==> src/rtl/u2c_pkg.sv <==
// ----------------------------------------------------------------------------
// UTF-8 decoder package
// Widths, masks and the lead byte classifier shared by the decoder modules.
// ----------------------------------------------------------------------------
package u2c_pkg;

  localparam int unsigned ByteW    = 8;
  localparam int unsigned CpW      = 31;
  localparam int unsigned PendW    = 3;
  localparam int unsigned ContBits = 6;
  localparam int unsigned TdataOutW = 32;

  localparam logic [ByteW-1:0] ContMask = 8'h3F;
  localparam logic [ByteW-1:0] Lead2Mask = 8'h1F;
  localparam logic [ByteW-1:0] Lead3Mask = 8'h0F;
  localparam logic [ByteW-1:0] Lead4Mask = 8'h07;
  localparam logic [ByteW-1:0] Lead5Mask = 8'h03;
  localparam logic [ByteW-1:0] Lead6Mask = 8'h01;

  // One decoded result
  typedef struct packed {
    logic [CpW-1:0] code_point;
    logic           bad_lead;
  } u2c_result_t;

  // Outcome of looking at a byte while no sequence is open
  typedef struct packed {
    logic             emit;     // result right away (ASCII or bad lead)
    logic             bad;      // byte cannot start a sequence
    logic [PendW-1:0] pending;  // continuation bytes to follow
    logic [ByteW-1:0] payload;  // lead payload bits or ASCII value
  } u2c_lead_t;

  function automatic u2c_lead_t classify_lead(input logic [ByteW-1:0] b);
    u2c_lead_t r;
    r = '0;
    unique casez (b)
      8'b0???_????: begin r.emit = 1'b1; r.payload = b; end
      8'b110?_????: begin r.pending = 3'd1; r.payload = b & Lead2Mask; end
      8'b1110_????: begin r.pending = 3'd2; r.payload = b & Lead3Mask; end
      8'b1111_0???: begin r.pending = 3'd3; r.payload = b & Lead4Mask; end
      8'b1111_10??: begin r.pending = 3'd4; r.payload = b & Lead5Mask; end
      8'b1111_110?: begin r.pending = 3'd5; r.payload = b & Lead6Mask; end
      default:      begin r.emit = 1'b1; r.bad = 1'b1; end
    endcase
    return r;
  endfunction

endpackage

==> src/rtl/utf8_to_code_point_decoder.sv <==
// ----------------------------------------------------------------------------
// UTF-8 to code point decoder
// Decodes legacy UTF-8 (1 to 6 byte sequences) into 31-bit code points.
// ----------------------------------------------------------------------------
// Takes one byte per cycle unless the output stalls, and emits a code
// point after the last byte of each sequence (ASCII at once). After its
// last byte is accepted, a result moves from the input register through
// the combinational decode logic into the result register. The input side
// stalls only when both registers are full and the sink holds tready low.
// Continuation bytes are not checked; a byte that cannot open a sequence
// yields code point 0 with tuser set, and the next byte is again a lead.
module utf8_to_code_point_decoder import u2c_pkg::*; (
  input  logic                 clk_i,
  input  logic                 rst_ni,
  input  logic                 s_axis_tvalid,
  output logic                 s_axis_tready,
  input  logic [ByteW-1:0]     s_axis_tdata,   // [7:0] in_byte
  output logic                 m_axis_tvalid,
  input  logic                 m_axis_tready,
  output logic [TdataOutW-1:0] m_axis_tdata,   // [30:0] code_point, [31] zero
  output logic                 m_axis_tuser    // [0] bad_lead
);

  logic             in_valid;
  logic             advance;
  logic             out_free;
  logic             emit;
  logic [ByteW-1:0] in_byte;
  u2c_result_t      dec_result;
  u2c_result_t      out_result;

  assign advance = in_valid && out_free;

  u2c_in_stage u_in (
    .clk_i   (clk_i),
    .rst_ni  (rst_ni),
    .valid_i (s_axis_tvalid),
    .ready_o (s_axis_tready),
    .byte_i  (s_axis_tdata),
    .valid_o (in_valid),
    .take_i  (advance),
    .byte_o  (in_byte)
  );

  u2c_decode u_dec (
    .clk_i    (clk_i),
    .rst_ni   (rst_ni),
    .step_i   (advance),
    .byte_i   (in_byte),
    .emit_o   (emit),
    .result_o (dec_result)
  );

  u2c_out_stage u_out (
    .clk_i    (clk_i),
    .rst_ni   (rst_ni),
    .load_i   (emit),
    .result_i (dec_result),
    .free_o   (out_free),
    .valid_o  (m_axis_tvalid),
    .ready_i  (m_axis_tready),
    .result_o (out_result)
  );

  assign m_axis_tdata = {{(TdataOutW-CpW){1'b0}}, out_result.code_point};
  assign m_axis_tuser = out_result.bad_lead;

endmodule

==> src/rtl/u2c_in_stage.sv <==
// ----------------------------------------------------------------------------
// UTF-8 decoder input stage
// Registers one incoming byte; refills in the same cycle it drains.
// ----------------------------------------------------------------------------
module u2c_in_stage import u2c_pkg::*; (
  input  logic             clk_i,
  input  logic             rst_ni,
  input  logic             valid_i,
  output logic             ready_o,
  input  logic [ByteW-1:0] byte_i,
  output logic             valid_o,
  input  logic             take_i,
  output logic [ByteW-1:0] byte_o
);

  logic             valid_q, valid_d;
  logic [ByteW-1:0] byte_q;

  assign ready_o = !valid_q || take_i;
  assign valid_d = ready_o ? valid_i : valid_q;

  // Control
  always_ff @(posedge clk_i or negedge rst_ni) begin
    if (!rst_ni) begin
      valid_q <= 1'b0;
    end else begin
      valid_q <= valid_d;
    end
  end

  // Payload
  always_ff @(posedge clk_i) begin
    if (ready_o && valid_i) begin
      byte_q <= byte_i;
    end
  end

  assign valid_o = valid_q;
  assign byte_o  = byte_q;

endmodule

==> src/rtl/u2c_decode.sv <==
// ----------------------------------------------------------------------------
// UTF-8 decoder core
// Holds the open-sequence state and turns one byte into zero or one result.
// ----------------------------------------------------------------------------
module u2c_decode import u2c_pkg::*; (
  input  logic             clk_i,
  input  logic             rst_ni,
  input  logic             step_i,
  input  logic [ByteW-1:0] byte_i,
  output logic             emit_o,
  output u2c_result_t      result_o
);

  logic [CpW-1:0]   partial_q, partial_d;
  logic [PendW-1:0] pending_q, pending_d;
  logic [CpW-1:0]   shifted;
  u2c_lead_t        lead;

  assign shifted = {partial_q[CpW-ContBits-1:0], byte_i[ContBits-1:0]};
  assign lead    = classify_lead(byte_i);

  // Next state and result
  always_comb begin
    partial_d = partial_q;
    pending_d = pending_q;
    emit_o    = 1'b0;
    result_o  = '0;
    if (step_i) begin
      if (pending_q != '0) begin
        pending_d = pending_q - 3'd1;
        if (pending_q == 3'd1) begin
          // last continuation byte closes the sequence
          emit_o              = 1'b1;
          result_o.code_point = shifted;
          partial_d           = '0;
        end else begin
          partial_d = shifted;
        end
      end else if (lead.emit) begin
        emit_o              = 1'b1;
        result_o.bad_lead   = lead.bad;
        result_o.code_point = lead.bad ? '0 : {{(CpW-ByteW){1'b0}}, lead.payload};
      end else begin
        pending_d = lead.pending;
        partial_d = {{(CpW-ByteW){1'b0}}, lead.payload};
      end
    end
  end

  always_ff @(posedge clk_i or negedge rst_ni) begin
    if (!rst_ni) begin
      partial_q <= '0;
      pending_q <= '0;
    end else begin
      partial_q <= partial_d;
      pending_q <= pending_d;
    end
  end

endmodule

==> src/rtl/u2c_out_stage.sv <==
// ----------------------------------------------------------------------------
// UTF-8 decoder output stage
// Result register that holds a word until the sink takes it.
// ----------------------------------------------------------------------------
module u2c_out_stage import u2c_pkg::*; (
  input  logic        clk_i,
  input  logic        rst_ni,
  input  logic        load_i,
  input  u2c_result_t result_i,
  output logic        free_o,
  output logic        valid_o,
  input  logic        ready_i,
  output u2c_result_t result_o
);

  logic        valid_q, valid_d;
  u2c_result_t result_q;

  // Free when empty or draining this cycle
  assign free_o  = !valid_q || ready_i;
  assign valid_d = load_i || (valid_q && !ready_i);

  always_ff @(posedge clk_i or negedge rst_ni) begin
    if (!rst_ni) begin
      valid_q <= 1'b0;
    end else begin
      valid_q <= valid_d;
    end
  end

  always_ff @(posedge clk_i) begin
    if (load_i) begin
      result_q <= result_i;
    end
  end

  assign valid_o  = valid_q;
  assign result_o = result_q;

endmodule

==> config.mk <==
export PLATFORM = sky130hd
export DESIGN_NAME = utf8_to_code_point_decoder
export DESIGN_NICKNAME = d
export VERILOG_FILES = /design/src/rtl/u2c_pkg.sv /design/src/rtl/utf8_to_code_point_decoder.sv /design/src/rtl/u2c_in_stage.sv /design/src/rtl/u2c_decode.sv /design/src/rtl/u2c_out_stage.sv
export SDC_FILE = /design/constraint.sdc
export NUM_CORES = 1
export LEC_CHECK = 0
export BUFFER_PORTS_ARGS = -buffer_cell sky130_fd_sc_hd__buf_2
export CORE_MARGIN = 5
export CORE_UTILIZATION = 40
export CTS_CLUSTER_DIAMETER = 80
export DETAILED_ROUTE_END_ITERATION = 10
export PLACE_DENSITY_LB_ADDON = 0.12
export SETUP_SLACK_MARGIN = 0.05
export SKIP_LAST_GASP = 1
export SYNTH_ARGS = -nofsm -noshare
export SYNTH_HDL_FRONTEND = slang
export SYNTH_SLANG_ARGS = --single-unit
==> constraint.sdc <==
create_clock -name clk_i -period 3.2 [get_ports clk_i]
set_input_delay 0.64 -clock clk_i [delete_from_list [all_inputs] [get_ports clk_i]]
set_output_delay 0.64 -clock clk_i [all_outputs]
set_load 0.02 [all_outputs]
==> reports/results.txt, run 1 <==
1st-pass router iterations: 4
peak supply drop: 0.000324 V
most frequent cell after synthesis: edfxtp_1
number of synthesized flops with an enable pin: 40
initial antenna violation count: 0
setup_tns: 0 ps
Cell variety after synth: 40
Synth top area share: 0.418
DRT Wirelength: 5100 um
Post-CTS Setup Inserts: 0
chip width: 94.8 um
crit path launch type: flop
largest net degree at the start of global routing: 31
GRT Overall Usage: 0.126
Worst R2R Start: u_dec.pending_q[0]
TritonCTS buffer count: 9
Placed Cells: 346
vias in the first global route: 1715
status: completed
max-cap violation count: 0
critical path class: reg2reg
Syn Std Cell Area: 2880 um2
CTS Root Cell: clkbuf_8
wire per inst: 14.1 um
PostCTS Resize Cnt: 0
sequential area share after synthesis: 0.679
Worst-Margin Slew: 737 ps
syn avg cell area: 13.8 um2
Post-DRT Antenna Nets: 0
die height: 94.8 um
Top FF cell, synth: edfxtp_1
Max Freq: 416 MHz
Final Hold Fails: 0
largest cells by area after synthesis: edfxtp_1 (42%), dfrtp_1 (26%), and2_1 (5.7%)
Yosys top cell by area: edfxtp_1
Longest Clk Path Bufs: 2
Final Cycle Share: 0.752
Mapped Cells: 208
count of input and output buffers: 45
Final #Nets: 273
H-tree depth: 3
clk sinks: 70
Reg2Reg Depth: 6
Slew HR: 0.509
Setup WS pre-CTS: 592 ps
Worst Slack Setup Final: 794 ps
via count: 1741
Clock Skew: 6.28 ps
area grow syn2layout: 17.3%
antenna fix cells: 0
Register-to-Register Setup Slack: 790 ps
non-filler cells, final: 362
fraction of layout cells with a size suffix above 1: 0.259
Worst Setup End Kind: flop
CP Data Required Time: 3220 ps
leak pwr: 1.45 nW
worst skew pair latency: 330 ps
drt drc: 0
Worst-path clk slew: 70 ps
reg2reg end: u_out.result_o[7]
post-synthesis async set-or-reset flop share: 0.429
WHS: 351 ps
Syn. warnings: 0
minimum clock period: 2410 ps
Core Rows: 31
CP Max Fanout: 16
HP Class: in2async
final instance area: 3370 um2
Post-DP Area: 3190 um2
gpl congestion: 0.828
IO Count: 47
1st-iter DRT viols: 94
wire length of the first global-routing pass: 8580 um
RSZ-0062 raised after global routing: no
Synth top cells by count: edfxtp_1 (40), dfrtp_1 (30), and2_1 (26)
final max-slew violation count: 0
number of hold buffers added after CTS: 0
PD cells: 877 nW/um2
via/cell ratio: 4.81
#FFs+latches synth: 70
Syn Nets: 223
detailed placement HPWL: 3580 um
Core ar.: 7140 um2
initial core utilization: 0.403
# setup viols final: 0
GRT overflow: 0
CTS tree: built
Worst EP arrival: 2430 ps
die area: 8990 um2
## flip-flops by register name (all words and copies together), names as in the netlist
register	count
u_dec.partial_q	25
u_dec.pending_q	3
u_in.byte_o	8
u_in.valid_o	1
u_out.result_o	32
u_out.valid_o	1
## routing by layer
metal | up-vias | global-route usage | routed length [um]
met2 | 46 | 0.198 | 2400
li1 | 856 | - | -
met1 | 829 | 0.164 | 2330
met4 | 0 | 0.0529 | 112
met3 | 10 | 0.0375 | 263
met5 | - | 0 | 0
## logic make-up (layout without fill, tap and decap cells)
family | count (synthesis) | in the layout | synth area share
buffers and inverters | 18 | 73 | 0.0361
multiplexers | 8 | 8 | 0.0291
flip-flops | 70 | 70 | 0.679
AO/OA/AOI/OAI | 44 | 44 | 0.117
other | 1 | 1 | 0.00130
adder cells (fa/ha/maj) | 3 | 3 | 0.0131
AND/OR/NAND/NOR | 64 | 64 | 0.125
## how the worst max path moves through the flow
stage | to | from | depth (start not counted) | slack (ps)
after floorplan | u_out.result_o[0] | m_axis_tready | 5 | 680
after global placement | u_out.result_o[21] | m_axis_tready | 6 | 670
after detailed placement | u_out.result_o[21] | m_axis_tready | 6 | 590
after CTS | u_out.result_o[7] | u_dec.pending_q[0] | 6 | 770
after global routing | u_out.result_o[7] | u_dec.pending_q[0] | 6 | 580
final | u_out.result_o[7] | u_dec.pending_q[0] | 6 | 790
## critical path, cell delays in order (launching register included)
cell and delay (ps):
dfrtp_1 390, inv_1 80, ha_1 280, nand2b_1 210
or3_1 430, nand2_1 380, buf_4 310
## power by group
| part | switching [mW] | internal, mW |
|---|---|---|
| clock | 0.305 | 0.338 |
| sequential | 0.142 | 1.27 |
| combinational | 0.553 | 0.351 |
## stage by stage
step	utilization	power (mW)
after detailed placement	0.447	2.35
after global routing	0.473	3.16
after global placement	0.447	2.34
final	0.473	2.96
after floorplan	-	2.09
after CTS	0.473	3.00
## cell usage in the layout (no fill, tap or decap), types with 6 or more instances in the layout
master / n
nand2b_1: 6
o21ai_0: 8
nand2_1: 11
and2_1: 26
edfxtp_1: 40
dfrtp_1: 30
clkbuf_8: 12
buf_2: 45
inv_1: 8
a22o_1: 18
## final cells by class
cell class / count / area [um2]
multi-input cells: 120 / 827
well taps: 99 / 124
clock inverters: 4 / 20.0
flip-flops and latches: 70 / 1950
inverters: 8 / 30.0
fillers: 687 / 3760
repair buffers: 49 / 255
clock buffers: 12 / 165
No activity file was read; power rests on OpenSTA's default activity.
==> run 2, diff against run 1 <==
==> constraint.sdc (replaced) <==
create_clock -name clk_i -period 2.3 [get_ports clk_i]
set_input_delay 0.46 -clock clk_i [delete_from_list [all_inputs] [get_ports clk_i]]
set_output_delay 0.46 -clock clk_i [all_outputs]
set_load 0.02 [all_outputs]
==> run 2 against run 1 <==
Compared with the run above: clock power increased by 50%; sequential power increased by 39%; register-to-register slack got worse by 540 ps; sequential cell count unchanged; cell count increased by 1.1%; maximum frequency increased by 18%; critical path depth unchanged; first-iteration DRC count decreased by 41%; non-clock buffer count increased by 4; largest cell class unchanged; largest power group unchanged.
==> reports/results.txt, run 2 (same netlist as run 1, synthesis figures left out) <==
Longest Clk Path Bufs: 2 (unchanged)
PostCTS Resize Cnt: 0 (unchanged)
met1 usage: 0.156 (-0.00734)
1st-pass router iterations: 5 (+1)
crit path launch type: flop
CTS tree: built
critical path class: reg2reg
GRT Max-Usage Layer: met2
Final Hold Fails: 0 (unchanged)
die height: 94.8 um (unchanged)
HP Class: in2async
vias in the first global route: 1776 (+3.6%)
RSZ-0062 raised after global routing: no
max-cap violation count: 0 (unchanged)
sequential standard cell area: 1950 um2 (unchanged)
wire per inst: 14.0 um (-0.40%)
met2 demand-to-capacity share in global routing: 0.196 (-0.00176)
number of hold buffers added after CTS: 0 (unchanged)
gpl congestion: 0.853 (+3.1%)
detailed placement HPWL: 3590 um (+0.21%)
drt drc: 0 (unchanged)
max FFs per register: 32 (unchanged)
# setup viols final: 0 (unchanged)
minimum clock period: 2040 ps (-365 ps)
via/cell ratio: 4.78 (-0.58%)
wire length of the first global-routing pass: 8380 um (-2.3%)
DRT Wirelength: 5140 um (+0.71%)
Slew HR: 0.548 (+0.0392)
GR Util met3: 0.0446 (+0.00717)
Post-DRT Antenna Nets: 0 (unchanged)
final max-slew violation count: 0 (unchanged)
final instance area: 3430 um2 (+1.6%)
H-tree depth: 3 (unchanged)
Register-to-Register Setup Slack: 260 ps (-540 ps)
Max Freq: 490 MHz (+18%)
antenna fix cells: 0 (unchanged)
critical path startpoint: u_dec.pending_q[0]
Worst R2R Start: u_dec.pending_q[0]
reg2reg end: u_out.result_o[16]
Placed Cells: 350 (+1.2%)
CP Max Fanout: 10 (-6)
Reg2Reg Depth: 6 (unchanged)
initial core utilization: 0.403 (unchanged)
Core Rows: 31 (unchanged)
count of input and output buffers: 45 (unchanged)
commonest non-fill, non-tap cell in the layout: buf_2
Multi-input gate area: 831 um2 (+0.45%)
Post-CTS Setup Inserts: 0 (unchanged)
Worst EP arrival: 2090 ps (-340 ps)
status: completed
Final Total Pwr: 4.24 mW (+43%)
Post-DP Area: 3230 um2 (+1.4%)
clk sinks: 70 (unchanged)
leak pwr: 1.47 nW (+1.5%)
Worst Setup End Kind: flop
peak supply drop: 0.000463 V (+43%)
CP Data Required Time: 2350 ps (-870 ps)
GRT Overall Usage: 0.127 (+0.00106)
most frequent cells in the layout: buf_2 (45), edfxtp_1 (40), dfrtp_1 (30)
fraction of layout cells with a size suffix above 1: 0.273 (+0.0149)
TritonCTS buffer count: 9 (unchanged)
chip width: 94.8 um (unchanged)
area grow syn2layout: 19.1%
Final Util: 0.480 (+0.00736)
PD cells: 1240 nW/um2 (+41%)
Core ar.: 7140 um2 (unchanged)
Worst-Margin Slew: 678 ps (-58.7 ps)
GRT overflow: 0 (unchanged)
Worst-path clk slew: 70 ps (about the same)
largest net degree at the start of global routing: 31 (unchanged)
Final #Nets: 277 (+1.5%)
Layout fillers: 668 (-2.8%)
Clock Skew: 5.33 ps (-0.952 ps)
IO Count: 47 (unchanged)
setup_tns: 0 ps (unchanged)
Final Cycle Share: 0.887 (+0.136)
non-filler cells, final: 366 (+1.1%)
crit path to: u_out.result_o[16]
CTS Root Cell: clkbuf_8
initial antenna violation count: 0 (unchanged)
via count: 1750 (+0.52%)
worst skew pair latency: 340 ps (about the same)
1st-iter DRT viols: 55 (-41%)
die area: 8990 um2 (unchanged)
[run 2: worst min-delay path by stage]
stage / startpoint / to
2_1_floorplan: rst_ni / u_dec.partial_q[0]
3_3_place_gp: u_dec.partial_q[1] / u_dec.partial_q[7]
3_5_place_dp: u_dec.partial_q[4] / u_dec.partial_q[10]
4_1_cts: rst_ni / u_in.valid_o
5_1_grt: rst_ni / u_out.valid_o
6_report: rst_ni / u_in.valid_o
[run 2: area by class of cell]
cell class                 instances  area share
tap                               99      0.0362
sequential                        70       0.570
clock inverter                     4      0.0135
clock buffer                      12      0.0424
multi-input combinational        120       0.243
timing repair buffer              53      0.0869
inverter                           8     0.00877
[run 2: through the flow]
step / setup WS, ps / hold WS (ps)
after floorplan: 173 / 164
after global placement: 252 / 475
after detailed placement: 222 / 482
after CTS: 196 / 173
after global routing: 150 / 188
final: 259 / 147
[run 2: where the power goes]
group / switching, mW / internal, mW / total (mW) / leakage [nW]
clock: 0.438 / 0.526 / 0.963 / 0.0940
sequential: 0.197 / 1.76 / 1.96 / 0.767
combinational: 0.777 / 0.535 / 1.31 / 0.612
[run 2: per-layer routing]
layer	vias to the layer above	wire (um)	share of wire
met5	-	0	0
met4	0	93	0.018
met3	11	280	0.054
met2	42	2430	0.47
met1	830	2340	0.46
li1	867	-	-
[run 2: critical path, cell delays in order (launching register included)]
cell	delay, ps
dfrtp_1	390
inv_1	80
ha_1	280
nand2b_1	220
or3_1	450
nand2_2	150
buf_4	190
